**src/rtl/afx_pkg.sv**
```systemverilog
// Shared types, constants and the CORDIC arctangent table for the affine transform engine.
package afx_pkg;

  // Default CORDIC iteration count
  localparam int CORDIC_ITER_DEF = 16;

  // Entries held in the command queue between front and back
  localparam int QUEUE_DEPTH = 2;

  // Q16.16 unity and angle limits in Q16.16 degrees
  localparam logic signed [32:0] ONE_Q16 = 33'sd65536;
  localparam logic signed [26:0] DEG360  = 27'sd23592960;
  localparam logic signed [26:0] DEG180  = 27'sd11796480;
  localparam logic signed [26:0] DEG90   = 27'sd5898240;

  // CORDIC limit gain in Q2.30
  localparam logic signed [33:0] CORDIC_GAIN = 34'sd652032874;

  typedef enum logic [1:0] {
    KIND_TRANSLATE = 2'd0,
    KIND_SCALE     = 2'd1,
    KIND_ROTATE    = 2'd2,
    KIND_POINT     = 2'd3
  } kind_t;

  typedef enum logic [2:0] {
    B_IDLE,
    B_CORDIC,
    B_STEP,
    B_MAT,
    B_PT,
    B_EMIT
  } back_state_t;

  // Classified command: operands packed by kind
  //   translate: a=tx b=ty        scale: a=sx b=sy c=ref_x d=ref_y
  //   rotate:    c=ref_x d=ref_y z=reduced angle, flip=negate sin/cos
  //   point:     a=px b=py
  typedef struct packed {
    kind_t       kind;
    logic [31:0] a;
    logic [31:0] b;
    logic [31:0] c;
    logic [31:0] d;
    logic [24:0] z;
    logic        flip;
  } cmd_t;

  // atan(2^-i) in Q16.16 degrees, rounded to nearest
  function automatic logic signed [25:0] atan_q16(input logic [4:0] i);
    logic signed [25:0] v;
    case (i)
      5'd0:  v = 26'sd2949120;
      5'd1:  v = 26'sd1740967;
      5'd2:  v = 26'sd919879;
      5'd3:  v = 26'sd466945;
      5'd4:  v = 26'sd234379;
      5'd5:  v = 26'sd117304;
      5'd6:  v = 26'sd58666;
      5'd7:  v = 26'sd29335;
      5'd8:  v = 26'sd14668;
      5'd9:  v = 26'sd7334;
      5'd10: v = 26'sd3667;
      5'd11: v = 26'sd1833;
      5'd12: v = 26'sd917;
      5'd13: v = 26'sd458;
      5'd14: v = 26'sd229;
      5'd15: v = 26'sd115;
      5'd16: v = 26'sd57;
      5'd17: v = 26'sd29;
      5'd18: v = 26'sd14;
      5'd19: v = 26'sd7;
      5'd20: v = 26'sd4;
      5'd21: v = 26'sd2;
      5'd22: v = 26'sd1;
      default: v = 26'sd0;
    endcase
    return v;
  endfunction

  // Sign-extend a 32-bit value to a 33-bit operand
  function automatic logic signed [32:0] sx33(input logic [31:0] v);
    return {v[31], v};
  endfunction

endpackage

```
**src/rtl/afx_queue.sv**
```systemverilog
// Short command queue between the front and back ends.
module afx_queue import afx_pkg::*; (
  input  logic clk,
  input  logic rst,
  input  logic push,
  input  cmd_t push_cmd,
  output logic full,
  output logic pop_valid,
  input  logic pop,
  output cmd_t pop_cmd
);

  localparam int PW = $clog2(QUEUE_DEPTH);
  localparam int CW = $clog2(QUEUE_DEPTH + 1);

  cmd_t          ent [QUEUE_DEPTH];
  logic [PW-1:0] wr_ptr;
  logic [PW-1:0] rd_ptr;
  logic [CW-1:0] count;

  assign full      = (count == CW'(QUEUE_DEPTH));
  assign pop_valid = (count != '0);
  assign pop_cmd   = ent[rd_ptr];

  // Store on push
  always_ff @(posedge clk) begin
    if (push) begin
      ent[wr_ptr] <= push_cmd;
    end
  end

  // Advance pointers and occupancy
  always_ff @(posedge clk) begin
    if (rst) begin
      wr_ptr <= '0;
      rd_ptr <= '0;
      count  <= '0;
    end else begin
      if (push) begin
        wr_ptr <= (wr_ptr == PW'(QUEUE_DEPTH - 1)) ? '0 : wr_ptr + 1'b1;
      end
      if (pop) begin
        rd_ptr <= (rd_ptr == PW'(QUEUE_DEPTH - 1)) ? '0 : rd_ptr + 1'b1;
      end
      if (push && !pop) begin
        count <= count + 1'b1;
      end else if (pop && !push) begin
        count <= count - 1'b1;
      end
    end
  end

endmodule

```
**config.mk**
```make
export PLATFORM = sky130hd
export DESIGN_NAME = afx_queue
export DESIGN_NICKNAME = d
export VERILOG_FILES = /design/src/rtl/afx_pkg.sv /design/src/rtl/afx_queue.sv
export SDC_FILE = /design/constraint.sdc
export NUM_CORES = 1
export LEC_CHECK = 0
export ABC_AREA = 1
export BUFFER_PORTS_ARGS = -buffer_cell sky130_fd_sc_hd__buf_4
export CORE_MARGIN = 3
export CORE_UTILIZATION = 32
export CTS_BUF_LIST = sky130_fd_sc_hd__clkbuf_8
export CTS_CLUSTER_SIZE = 12
export DETAILED_ROUTE_END_ITERATION = 10
export PLACE_DENSITY = 0.62
export SLEW_MARGIN = 20
export SYNTH_ARGS = -nofsm -noshare
export SYNTH_HDL_FRONTEND = slang
export SYNTH_SLANG_ARGS = --single-unit
```
**constraint.sdc**
```tcl
create_clock -name clk -period 14.2 [get_ports clk]
set_input_delay 4.26 -clock clk [delete_from_list [all_inputs] [get_ports clk]]
set_output_delay 4.26 -clock clk [all_outputs]
set_load 0.02 [all_outputs]
```
==> flow_summary.toml <==
[sta]
drv_slew = 0
setup_viol = 0
worst_pin_slew_ns = 1.06
hold_violations = 0
min_period_ns = 6.90
final.period_utilization_pct = 48.6
fin_worst_skew_ns = 0.0126
fmax_ghz = 0.145
relSlewSlack_pct = 29.5
fin_tns_setup_ns = 0
rsz0062_at_grt = "no"

[global_routing]
track_usage_pct = 12.0
overflow = 0
grt_pass1_wl_mm = 35.7
antenna_found_initial = 0
grt_max_degree = 95
first_global_vias = 6389

[power_and_ir_drop]
p_clk_share_pct = 33.5
irDropWorstVdd_mv = 0.0728
internal_power_w = 0.00158
power_leakage_nw = 5.74
p_comb_share_pct = 13.7
p_sw_share_pct = 23.9
p_sw_w = 0.000496
p_per_area_nw_per_um2 = 136
power_frac_seq_pct = 52.8

[routing]
drcViolationCount = 0
viasPerCell = 4.39
wirelength_mm = 23.9
vias = 6007
drtPass1Iterations = 4
dr.first_iter.drc_count = 237
wl_per_cell_um = 17.4
final_antenna_net_count = 0

[cells_and_area]
syn_to_final_growth_pct = 32.2
drive_above_1_share_pct = 59.1
nets = 1038
final_cell_area_um2 = 15300
n_antenna_cell = 0

[logic_synthesis]
synthFlopType = "edfxtp_1"
muxShareOfSynthArea_pct = 15.2
yosysTopAreaCellShare_pct = 81.2
synth-async-reset-ratio_pct = 0
syn_area_per_cell_um2 = 22.3
syn_nets = 679
synth-xor-area-share_pct = 0.0759
synth_seq_cells = 317
synth_compound_area_share_pct = 0.0868
ys_seq_area_share_pct = 82.1
netlist_instances = 518
synthesis.area_um2 = 11500
synth_top_family_by_area = "multiplexers"
ys_top_cells_by_count = "edfxtp_1, mux2_2, buf_6"
yosys.area.top_type = "edfxtp_1"
synth-simple-area-share_pct = 0.531
synth_most_common_cell = "edfxtp_1"
synth_area_leaders = "edfxtp_1, mux2_2, buf_6, dfxtp_1, inv_1"
synth_fa_ha_area_share_pct = 0.108
yosysUniqueCellTypes = 15
yosysWarnings = 0
synth-edff-count = 312

[placed_design]
port_buffers = 317
postPlaceCellArea_um2 = 14400
routabilityCongestion = 0.684
dp_hpwl_mm = 15.2

[critical_path]
crit_required_ns = 9.94
startpoint_type = "register"
max_stage_delay_ns = 0.81
ff2ff_path_depth = 3
end_kind = "primary output"
cp_slowest_cell = "buf_4"
cpMostUsedCell = "buf_4"
crit_arrival_ns = 2.64
crit_type = "register to primary output"
crit_chain = "buf_4 > mux2_2 > buf_4"
cp_max_fo = 75

[floorplan]
die_h_um = 196
core_um2 = 35100
die_w_um = 196
initial_utilization_pct = 32.9
dieArea_um2 = 38400
fp-row-count = 68
io_pins = 318

[clocking]
htreeDepth = 2
cts.sinks = 317
clock_latency_ns = 0.58
post_cts_resized = 0
cts_root_buf = "clkbuf_8"
path_clk_slew_ns = 0.06
cts_buffers = 52
clockBufferDepth = 3
postCtsSetupRepairBufs = 0
hold_buffers = 0
cts_tree = "yes"

[outcome]
status = "complete, no violations"

[run]
max_cap_violations = 0

[min_path]
hold_class = "register to register"
hold_depth = 2
[per-stage QoR]
stage                     std cells  utilization, %  setup WS (ns)  hold slack (ns)  power (W)
after floorplan                 518               -           2.70            0.480    0.00128
final                          1368            43.5           7.30            0.537    0.00208
after CTS                      1368            43.5           7.17            0.541    0.00212
after detailed placement       1278            41.0           7.69            0.521    0.00140
after global placement         1278            41.0           7.68            0.493    0.00140
after global routing           1368            43.5           7.12            0.562    0.00217
[power groups by stage]
stage                     clock network (W)  registers, W  logic, W
after global placement                    0       0.00111  0.000286
after global routing               0.000767       0.00110  0.000303
final                              0.000695       0.00110  0.000284
after detailed placement                  0       0.00112  0.000288
after CTS                          0.000730       0.00110  0.000290
after floorplan                           0       0.00112  0.000161
[layout by cell type, fill, tap and decap left out, types with 4 or more instances in the layout]
master | Yosys | routed
edfxtp_1 | 312 | 312
clkbuf_8 | 0 | 53
nand2_1 | 6 | 6
nor2_1 | 6 | 5
mux2_2 | 156 | 156
clkinv_2 | 0 | 5
clkinv_1 | 0 | 9
buf_4 | 0 | 322
inv_1 | 9 | 30
dfxtp_1 | 5 | 4
[final timing paths]
check	start	to	slack [ns]
hold / removal	rd_ptr$_SDFFE_PP0P_	register	0.54
setup reg to reg	wr_ptr$_SDFFE_PP0P_	ent[1][72]$_DFFE_PP_	11.73
hold reg to reg	rd_ptr$_SDFFE_PP0P_	register	0.54
setup / recovery	register	pop_cmd[51]	7.30
[cell families (layout without fill, tap and decap cells)]
family	after synthesis	after routing
flip-flops	317	317
multiplexers	156	156
buffers and inverters	26	421
AND/OR/NAND/NOR	15	15
AO/OA/AOI/OAI	2	2
adder cells (fa/ha/maj)	1	1
XOR/XNOR	1	1
[final cells by class]
cell class | count | area [um^2]
Inverter | 9 | 38.8
Sequential cell | 317 | 9470
Clock inverter | 37 | 171
Clock buffer | 53 | 729
Tap cell | 455 | 569
Fill cell | 3132 | 19800
Timing Repair Buffer | 322 | 2420
Multi-Input combinational cell | 175 | 1860
[sequential cells by signal (all words and copies together), names as in the netlist, named ones only]
| name | flops |
|---|---|
| ent | 312 |
| rd_ptr | 1 |
| count | 2 |
| wr_ptr | 1 |
[worst max-delay path, delay by kind of cell (launching register included)]
family | cells | cell delay, ns
muxes | 1 | 0.44
buffers and inverters | 2 | 0.97
DFF | 1 | 0.51
[layer usage]
metal | GRT usage [%] | wire length, um | part of all wire [%]
met5 | 0 | 0 | 0
met2 | 19.3 | 11500 | 48
met3 | 5.05 | 1920 | 8.1
met1 | 14.2 | 9660 | 40
met4 | 4.86 | 781 | 3.3
No activity file was read; power rests on OpenSTA's default activity.
