===== src/rtl/afx_pkg.sv =====
// Shared types, constants and the CORDIC arctangent table for the affine transform engine.
package afx_pkg;

  // Default CORDIC iteration count
  localparam int CORDIC_ITER_DEF = 16;

  // Entries held in the command queue between front and back
  localparam int QUEUE_DEPTH = 2;

  // Q16.16 unity and angle limits in Q16.16 degrees
  localparam logic signed [32:0] ONE_Q16 = 33'sd65536;
  localparam logic signed [26:0] DEG360  = 27'sd23592960;
  localparam logic signed [26:0] DEG180  = 27'sd11796480;
  localparam logic signed [26:0] DEG90   = 27'sd5898240;

  // CORDIC limit gain in Q2.30
  localparam logic signed [33:0] CORDIC_GAIN = 34'sd652032874;

  typedef enum logic [1:0] {
    KIND_TRANSLATE = 2'd0,
    KIND_SCALE     = 2'd1,
    KIND_ROTATE    = 2'd2,
    KIND_POINT     = 2'd3
  } kind_t;

  typedef enum logic [2:0] {
    B_IDLE,
    B_CORDIC,
    B_STEP,
    B_MAT,
    B_PT,
    B_EMIT
  } back_state_t;

  // Classified command: operands packed by kind
  //   translate: a=tx b=ty        scale: a=sx b=sy c=ref_x d=ref_y
  //   rotate:    c=ref_x d=ref_y z=reduced angle, flip=negate sin/cos
  //   point:     a=px b=py
  typedef struct packed {
    kind_t       kind;
    logic [31:0] a;
    logic [31:0] b;
    logic [31:0] c;
    logic [31:0] d;
    logic [24:0] z;
    logic        flip;
  } cmd_t;

  // atan(2^-i) in Q16.16 degrees, rounded to nearest
  function automatic logic signed [25:0] atan_q16(input logic [4:0] i);
    logic signed [25:0] v;
    case (i)
      5'd0:  v = 26'sd2949120;
      5'd1:  v = 26'sd1740967;
      5'd2:  v = 26'sd919879;
      5'd3:  v = 26'sd466945;
      5'd4:  v = 26'sd234379;
      5'd5:  v = 26'sd117304;
      5'd6:  v = 26'sd58666;
      5'd7:  v = 26'sd29335;
      5'd8:  v = 26'sd14668;
      5'd9:  v = 26'sd7334;
      5'd10: v = 26'sd3667;
      5'd11: v = 26'sd1833;
      5'd12: v = 26'sd917;
      5'd13: v = 26'sd458;
      5'd14: v = 26'sd229;
      5'd15: v = 26'sd115;
      5'd16: v = 26'sd57;
      5'd17: v = 26'sd29;
      5'd18: v = 26'sd14;
      5'd19: v = 26'sd7;
      5'd20: v = 26'sd4;
      5'd21: v = 26'sd2;
      5'd22: v = 26'sd1;
      default: v = 26'sd0;
    endcase
    return v;
  endfunction

  // Sign-extend a 32-bit value to a 33-bit operand
  function automatic logic signed [32:0] sx33(input logic [31:0] v);
    return {v[31], v};
  endfunction

endpackage


===== src/rtl/afx_front.sv =====
// Front end: input register, kind classification and angle reduction.
module afx_front import afx_pkg::*; (
  input  logic        clk,
  input  logic        rst,
  input  logic        in_valid,
  output logic        in_stall,
  input  logic [1:0]  kind,
  input  logic [31:0] tx,
  input  logic [31:0] ty,
  input  logic [31:0] sx,
  input  logic [31:0] sy,
  input  logic [25:0] angle_deg,
  input  logic [31:0] ref_x,
  input  logic [31:0] ref_y,
  input  logic [31:0] px,
  input  logic [31:0] py,
  input  logic        q_full,
  output logic        push,
  output cmd_t        push_cmd
);

  logic               f_valid;
  cmd_t               f_cmd;
  cmd_t               cls;
  kind_t              k;
  logic signed [26:0] ang, r1, r2, r3;
  logic               flip;

  assign in_stall = f_valid && q_full;
  assign push     = f_valid && !q_full;
  assign push_cmd = f_cmd;

  // Reduce the angle modulo 360 into (-180, 180], then fold into [-90, 90]
  always_comb begin
    ang = {angle_deg[25], angle_deg};
    if (ang >= DEG360) begin
      r1 = ang - DEG360;
    end else if (ang <= -DEG360) begin
      r1 = ang + DEG360;
    end else begin
      r1 = ang;
    end
    if (r1 > DEG180) begin
      r2 = r1 - DEG360;
    end else if (r1 <= -DEG180) begin
      r2 = r1 + DEG360;
    end else begin
      r2 = r1;
    end
    flip = 1'b0;
    if (r2 > DEG90) begin
      r3   = r2 - DEG180;
      flip = 1'b1;
    end else if (r2 < -DEG90) begin
      r3   = r2 + DEG180;
      flip = 1'b1;
    end else begin
      r3 = r2;
    end
  end

  // Pack the operands that the item's kind needs
  always_comb begin
    k        = kind_t'(kind);
    cls      = '0;
    cls.kind = k;
    case (k)
      KIND_TRANSLATE: begin
        cls.a = tx;
        cls.b = ty;
      end
      KIND_SCALE: begin
        cls.a = sx;
        cls.b = sy;
        cls.c = ref_x;
        cls.d = ref_y;
      end
      KIND_ROTATE: begin
        cls.c    = ref_x;
        cls.d    = ref_y;
        cls.z    = r3[24:0];
        cls.flip = flip;
      end
      default: begin
        cls.a = px;
        cls.b = py;
      end
    endcase
  end

  // Hold one transaction until the queue takes it
  always_ff @(posedge clk) begin
    if (rst) begin
      f_valid <= 1'b0;
    end else if (in_valid && !in_stall) begin
      f_valid <= 1'b1;
      f_cmd   <= cls;
    end else if (push) begin
      f_valid <= 1'b0;
    end
  end

endmodule


===== config.mk =====
export PLATFORM = sky130hd
export DESIGN_NAME = afx_front
export DESIGN_NICKNAME = d
export VERILOG_FILES = /design/src/rtl/afx_pkg.sv /design/src/rtl/afx_front.sv
export SDC_FILE = /design/constraint.sdc
export NUM_CORES = 1
export LEC_CHECK = 0
export BUFFER_PORTS_ARGS = -buffer_cell sky130_fd_sc_hd__buf_2
export CAP_MARGIN = 20
export CORE_AREA = 4 4 169 171
export DETAILED_ROUTE_END_ITERATION = 8
export DIE_AREA = 0 0 173 175
export PLACE_DENSITY = 0.53
export SLEW_MARGIN = 20
export SYNTH_ARGS = -nofsm -noshare
export SYNTH_HDL_FRONTEND = slang
export SYNTH_SLANG_ARGS = --single-unit

===== constraint.sdc =====
create_clock -name clk -period 29.3 [get_ports clk]
set_clock_uncertainty 0.2 [all_clocks]
set_input_delay 0 -clock clk [delete_from_list [all_inputs] [get_ports clk]]
set_output_delay 0 -clock clk [all_outputs]
set_load 0.02 [all_outputs]

==> results.yml, run 1 <==
synthesis:
  synth_most_common_cell: "edfxtp_1"
  synth_edf_count: 156
  synthTopCellsByArea: "edfxtp_1, and2_1, a22oi_1, o21ai_0, nand2_1"
  yosysTopAreaCellShare: 0.5866
  synth-adder-area-share: 0.02037
  synth_nets: 989
  ys.flop_type: "edfxtp_1"
  ys_warn_count: 0
  synth_compound_area_frac: 0.1769
  ys_seq_area_frac: 0.5891
  synth_cell_type_count: 72
  netlist_area_sq_um: 7986
  ys_ff_latch: 157
  netlist_instances: 688
  synth_top_family_by_area: "compound AO/OA/AOI/OAI gates"
  synth-async-reset-ratio: 0
  synth-simple-area-share: 0.1631
  syn_area_per_cell_sq_um: 11.61
  synthTopCellsByCount: "edfxtp_1, and2_1, nand2_1"
  synth_xor_area_frac: 0.009557
  synth.largest_area_cell: "edfxtp_1"
  muxShareOfSynthArea: 0.01097
clocking:
  root_buffer: "clkbuf_16"
  numCtsBuffers: 17
  clockBufferDepth: 2
  cts_tree: "done"
  htreeDepth: 4
  insertion_delay_ns: 0.41
  clock-sinks: 157
  clkTransAtPathRegs_ns: 0.07
  cts_setup_buffers: 0
floorplan:
  rows: 60
  die_area_sq_um: 30280
  initial_utilization: 0.2972
  coreArea_sq_um: 26880
  die_h_microns: 175
  io_pins: 446
  die_w_microns: 173
worst_setup_path:
  r2r_slack_ns: 27.21
  reg2reg_depth: 3
  end_kind: "flip-flop"
  worstSetupStartpointType: "primary input"
  critical-path-slowest-cell: "or4_4"
  cpPeakStageDelay_ns: 0.56
  worstPathCellList: "dlygate4sd3_1, buf_2, or4_4, nor3_4, a31o_2, o22a_1, inv_1, ha_1, a21oi_1, o311ai_4, nand2_4, o32ai_2, xnor2_1, o31ai_4, a21oi_2, a22oi_1, mux2_1"
  crit_required_ns: 29.27
  worstSetupPathType: "in2reg"
  cp_max_fo: 12
  rr_startpoint: "f_valid$_SDFFE_PP0P_"
  r2r-end: "push_cmd[154]$_DFFE_PP_"
  arrival_ns: 4.82
pwr:
  p_int_w: 0.0004728
  totalPowerFinal_w: 0.0006595
  pwr-share-clk: 0.362
  p_leak_nw: 5.652
  ir_drop_uv: 35.25
  p_comb_frac: 0.235
  sw_frac_of_total: 0.2831
  power.density_nw_per_um2: 49.62
  power_frac_seq: 0.403
  p_sw_w: 0.0001867
grt:
  grt_overflow: 0
  grt_start_max_net_pins: 157
  antenna_found_initial: 8
  grt_pass1_wl_mm: 48.44
  track_usage: 0.2060
  grt_pass1_vias: 7968
min_path:
  hp-class: "in2reg"
  whs_path_depth: 4
  holdPathEnd: "push_cmd[19]$_SDFFCE_PP0P_"
  hold_path_startpoint: "angle_deg[18]"
timing:
  fin_crit_sh: 0.1654
  worstMarginPinSlew_ns: 0.9555
  rsz0062_at_grt: "no"
  period_minus_slack_ns: 4.847
  hold_viol_final: 0
  fmax_ghz: 0.2063
  slew_violations: 0
  slew_headroom: 0.3630
  hold_ws_ns: 0.05604
  final-setup-viol-count: 0
  final.setup.tns_ns: 0
detailed_routing:
  via_per_inst: 4.788
  ant_nets: 0
  wirelength_mm: 32.94
  first_pass_iters: 5
  remaining_drc_errors: 0
  drtIter0Drc: 630
  vias: 8059
  post_drt_wl_per_cell_microns: 19.57
cells_and_area:
  drive_above_1_share: 0.3827
  regArea_sq_um: 4705
  finalNetCount: 1626
  fill_cells: 2469
  multiInputGateArea_sq_um: 3064
  syn2layout_area_growth_pct: 66.43
place:
  numPortBuffers: 445
  place.gp.congestion: 0.8911
  post-dp-hpwl_mm: 24.18
status:
  status: "complete, no violations"
run:
  maxCapViolations: 0
## cell type report
| class | count | share of cell area |
|---|---|---|
| flip-flops and latches | 157 | 0.3539 |
| repair buffers | 663 | 0.3319 |
| multi-input cells | 471 | 0.2305 |
| well taps | 341 | 0.03210 |
| clock buffers | 17 | 0.03201 |
| clock inverters | 15 | 0.01450 |
| inverters | 15 | 0.004236 |
| diodes | 4 | 0.0007531 |
## routing by layer
metal | part of all wire | vias up | wire (microns) | GRT usage
met5 | 0.0016 | - | 52 | 0
met4 | 0.024 | 8 | 793 | 0.06518
met3 | 0.066 | 57 | 2176 | 0.05690
met2 | 0.49 | 295 | 16290 | 0.3478
met1 | 0.41 | 3842 | 13630 | 0.2576
li1 | - | 3857 | - | -
## cells by family after synthesis
kind of cell / Yosys count
AND/OR/NAND/NOR: 239
AO/OA/AOI/OAI: 204
flip-flops: 157
buffers and inverters: 60
adder cells (fa/ha/maj): 13
multiplexers: 8
XOR/XNOR: 7
## sequential cells by signal, indices dropped and copies added (netlist names)
| register | cells |
|---|---|
| push_cmd | 156 |
| f_valid | 1 |
## power by group through the flow
| stage | Sequential, W | Clock [W] | Combinational [W] |
|---|---|---|---|
| 2_1_floorplan | 0.000290 | 0 | 0.0000619 |
| 3_3_place_gp | 0.000271 | 0 | 0.000127 |
| 3_5_place_dp | 0.000271 | 0 | 0.000127 |
| 4_1_cts | 0.000266 | 0.000243 | 0.000155 |
| 5_1_grt | 0.000267 | 0.000254 | 0.000168 |
| 6_report | 0.000266 | 0.000239 | 0.000155 |
## critical path: cells and delay by family
family,cells,cell delay (ns)
compound gates,8,1.83
simple gates,3,1.03
buf+inv,3,0.81
xor+xnor,1,0.54
mux,1,0.33
fa+ha+maj,1,0.27
## worst max path at each step
stage                               from  cells past startpoint                         end  slack [ns]
finish                     angle_deg[11]                     17  push_cmd[25]$_SDFFCE_PP0P_       24.45
CTS                        angle_deg[11]                     17  push_cmd[25]$_SDFFCE_PP0P_       24.49
detailed placement         angle_deg[20]                     18  push_cmd[25]$_SDFFCE_PP0P_       24.48
floorplan           f_valid$_SDFFE_PP0P_                      2   push_cmd[0]$_SDFFCE_PP0P_       16.35
global placement           angle_deg[20]                     19  push_cmd[25]$_SDFFCE_PP0P_       24.56
global route               angle_deg[11]                     17  push_cmd[25]$_SDFFCE_PP0P_       24.17
## per-stage QoR
step,instances,setup WS [ns],utilization,area [sq um]
final,1683,24.45,0.4946,13290
after floorplan,688,16.35,-,7986
after CTS,1679,24.49,0.4942,13280
after detailed placement,1433,24.48,0.3915,10520
after global routing,1681,24.17,0.4944,13290
after global placement,1433,24.56,0.3915,10520
## placed cells by master, fill, tap and decap left out, types with 4 or more instances in the layout
master / count
inv_1: 14
dlygate4sd3_1: 214
diode_2: 4
o21a_1: 4
nor2_1: 15
nand3_1: 8
mux2i_1: 5
a21o_1: 4
or2_2: 4
a22oi_1: 68
clkbuf_16: 17
nand2b_1: 5
and2_1: 89
a21oi_1: 12
nand2_1: 81
o31ai_1: 5
ha_1: 10
xnor2_1: 4
nor2b_1: 4
buf_2: 445
nor4_1: 5
nor3_1: 8
edfxtp_1: 156
inv_6: 8
o21ai_0: 73
## timing repair
action / CTS / global route
hold endpoints to repair: 149 / 0
gates resized for setup: 0 / 0
hold buffers: 214 / 0
No activity file was read; power rests on OpenSTA's default activity.
==> run 2, diff against run 1 <==
clock period = 4.8 ns   (was 29.3 ns; I/O delays follow)
==> run 2 against run 1 <==
Routed wire length shrank 2.2%; largest power group unchanged; final cell count grew 0.71%; combinational power grew to 6.2 times the previous value; setup slack lost 24 ns; core utilization grew 0.28 points; clock power grew to 5.7 times the previous value; sequential cell count is the same; global-route usage shrank 0.23 points.
==> results.yml, run 2 (synthesized netlist as in run 1, its figures left out) <==
clocking:
  numCtsBuffers: 17
  cts_tree: "done"
  root_buffer: "clkbuf_16"
  ctsResizeCount: 0
  htreeDepth: 4
  clkTransAtPathRegs_ns: 0.07
  insertion_delay_ns: 0.42
  clock-sinks: 157
  clockBufferDepth: 2
grt:
  track_usage: 0.2037
  grt_start_max_net_pins: 93
  antenna_found_initial: 1
  grt_pass1_wl_mm: 48.42
  grt_overflow: 0
  grt_pass1_vias: 8216
min_path:
  holdPathEnd: "push_cmd[100]$_DFFE_PP_"
  hp-class: "in2reg"
  hold_path_startpoint: "ty[10]"
  whs_path_depth: 3
worst_setup_path:
  reg2reg_depth: 3
  arrival_ns: 4.42
  r2r_slack_ns: 2.45
  worstSetupStartpointType: "primary input"
  end_kind: "flip-flop"
  r2r-end: "push_cmd[98]$_DFFE_PP_"
  rr_startpoint: "f_valid$_SDFFE_PP0P_"
  cp_max_fo: 9
  worstSetupPathType: "in2reg"
  crit_required_ns: 4.77
detailed_routing:
  routed.top_layer: "met4"
  first_pass_iters: 5
  m1WireLength_mm: 12.79
  via_per_inst: 4.853
  wl_met3_mm: 2.111
  vias: 8225
  remaining_drc_errors: 0
  dr_wl_met2_mm: 16.39
  post_drt_wl_per_cell_microns: 19.01
  ant_nets: 0
  wirelength_mm: 32.23
  drtIter0Drc: 697
timing:
  fmax_ghz: 0.2247
  fin_crit_sh: 0.9273
  hold_viol_final: 0
  final-setup-viol-count: 0
  final.setup.tns_ns: 0
  worstMarginPinSlew_ns: 0.9825
  period_minus_slack_ns: 4.451
  slew_headroom: 0.3450
  rsz0062_at_grt: "no"
  slew_violations: 0
cells_and_area:
  drive_above_1_share: 0.3886
  final_common_cell: "buf_2"
  largest_reg_flops: 156
  fill_cells: 2420
  final_area_sq_um: 13370
  syn2layout_area_growth_pct: 67.38
  layout_common_cells: "buf_2, dlygate4sd3_1, edfxtp_1, and2_1, nand2_1"
  finalNetCount: 1639
  final_core_utilization: 0.4974
  layoutNonFillerInstCount: 1695
place:
  numPortBuffers: 445
  placed_area_sq_um: 10600
  place.gp.congestion: 0.8938
  dp_cells: 1444
  post-dp-hpwl_mm: 23.42
floorplan:
  die_h_microns: 175
  coreArea_sq_um: 26880
  initial_utilization: 0.2972
  rows: 60
  die_area_sq_um: 30280
  io_pins: 446
  die_w_microns: 173
run:
  maxCapViolations: 0
pwr:
  p_leak_nw: 5.699
  power.density_nw_per_um2: 295.2
  totalPowerFinal_w: 0.003947
  ir_drop_uv: 197.7
status:
  status: "complete, no violations"
## run 2: worst max path at each step
stage / startpoint / to / slack (ns) / cells after the start
2_1_floorplan: f_valid$_SDFFE_PP0P_ / push_cmd[0]$_SDFFCE_PP0P_ / -0.26 / 2
6_report: angle_deg[11] / push_cmd[25]$_SDFFCE_PP0P_ / 0.35 / 18
3_5_place_dp: angle_deg[19] / push_cmd[25]$_SDFFCE_PP0P_ / 0.29 / 18
3_3_place_gp: angle_deg[19] / push_cmd[25]$_SDFFCE_PP0P_ / 0.34 / 18
5_1_grt: angle_deg[11] / push_cmd[25]$_SDFFCE_PP0P_ / 0.08 / 18
4_1_cts: angle_deg[11] / push_cmd[25]$_SDFFCE_PP0P_ / 0.27 / 18
## run 2: metal layers
metal	vias to the layer above	track usage
met2	363	0.3526
met5	-	0
li1	3881	-
met3	63	0.05128
met1	3918	0.2467
met4	0	0.07383
## run 2: stage by stage
stage | worst slack (ns) | hold WS [ns]
3_5_place_dp | 0.2945 | 0.01661
6_report | 0.3488 | 0.05426
4_1_cts | 0.2692 | 0.003958
5_1_grt | 0.08490 | 0.03674
2_1_floorplan | -0.2585 | -0.1276
3_3_place_gp | 0.3388 | 0.009218
## run 2: report_power, final
group / internal [W] / switching (W)
Sequential: 0.00161 / 0.0000172
Clock: 0.000704 / 0.000659
Combinational: 0.000450 / 0.000512
Total: 0.00276 / 0.00119
## run 2: critical path, cell delays in order
cell and delay, ns:
dlygate4sd3_1 0.53, buf_2 0.13, or4_4 0.56, nor3_4 0.13, buf_4 0.18, a31o_2 0.20
o22a_1 0.20, inv_1 0.10, ha_1 0.25, a21oi_1 0.27, o311ai_4 0.15, and2_1 0.21
a221oi_1 0.33, xnor2_1 0.25, and2_1 0.26, a21boi_4 0.11, a22oi_1 0.21, mux2_1 0.34
## run 2: area by class of cell
cell class	count	area [sq um]	share of cell area
sequential	157	4705	0.3519
clock inverter	15	175.2	0.01310
timing repair buffer	676	4499	0.3366
inverter	15	56.30	0.004212
antenna	3	7.507	0.0005616
multi-input combinational	471	3073	0.2299
tap	341	426.7	0.03192
clock buffer	17	425.4	0.03182
## run 2: repair_timing
item,in CTS,in global routing
endpoints found under the setup margin,0,1
hold endpoints to repair,157,0
setup buffers,0,1
hold buffers,215,0
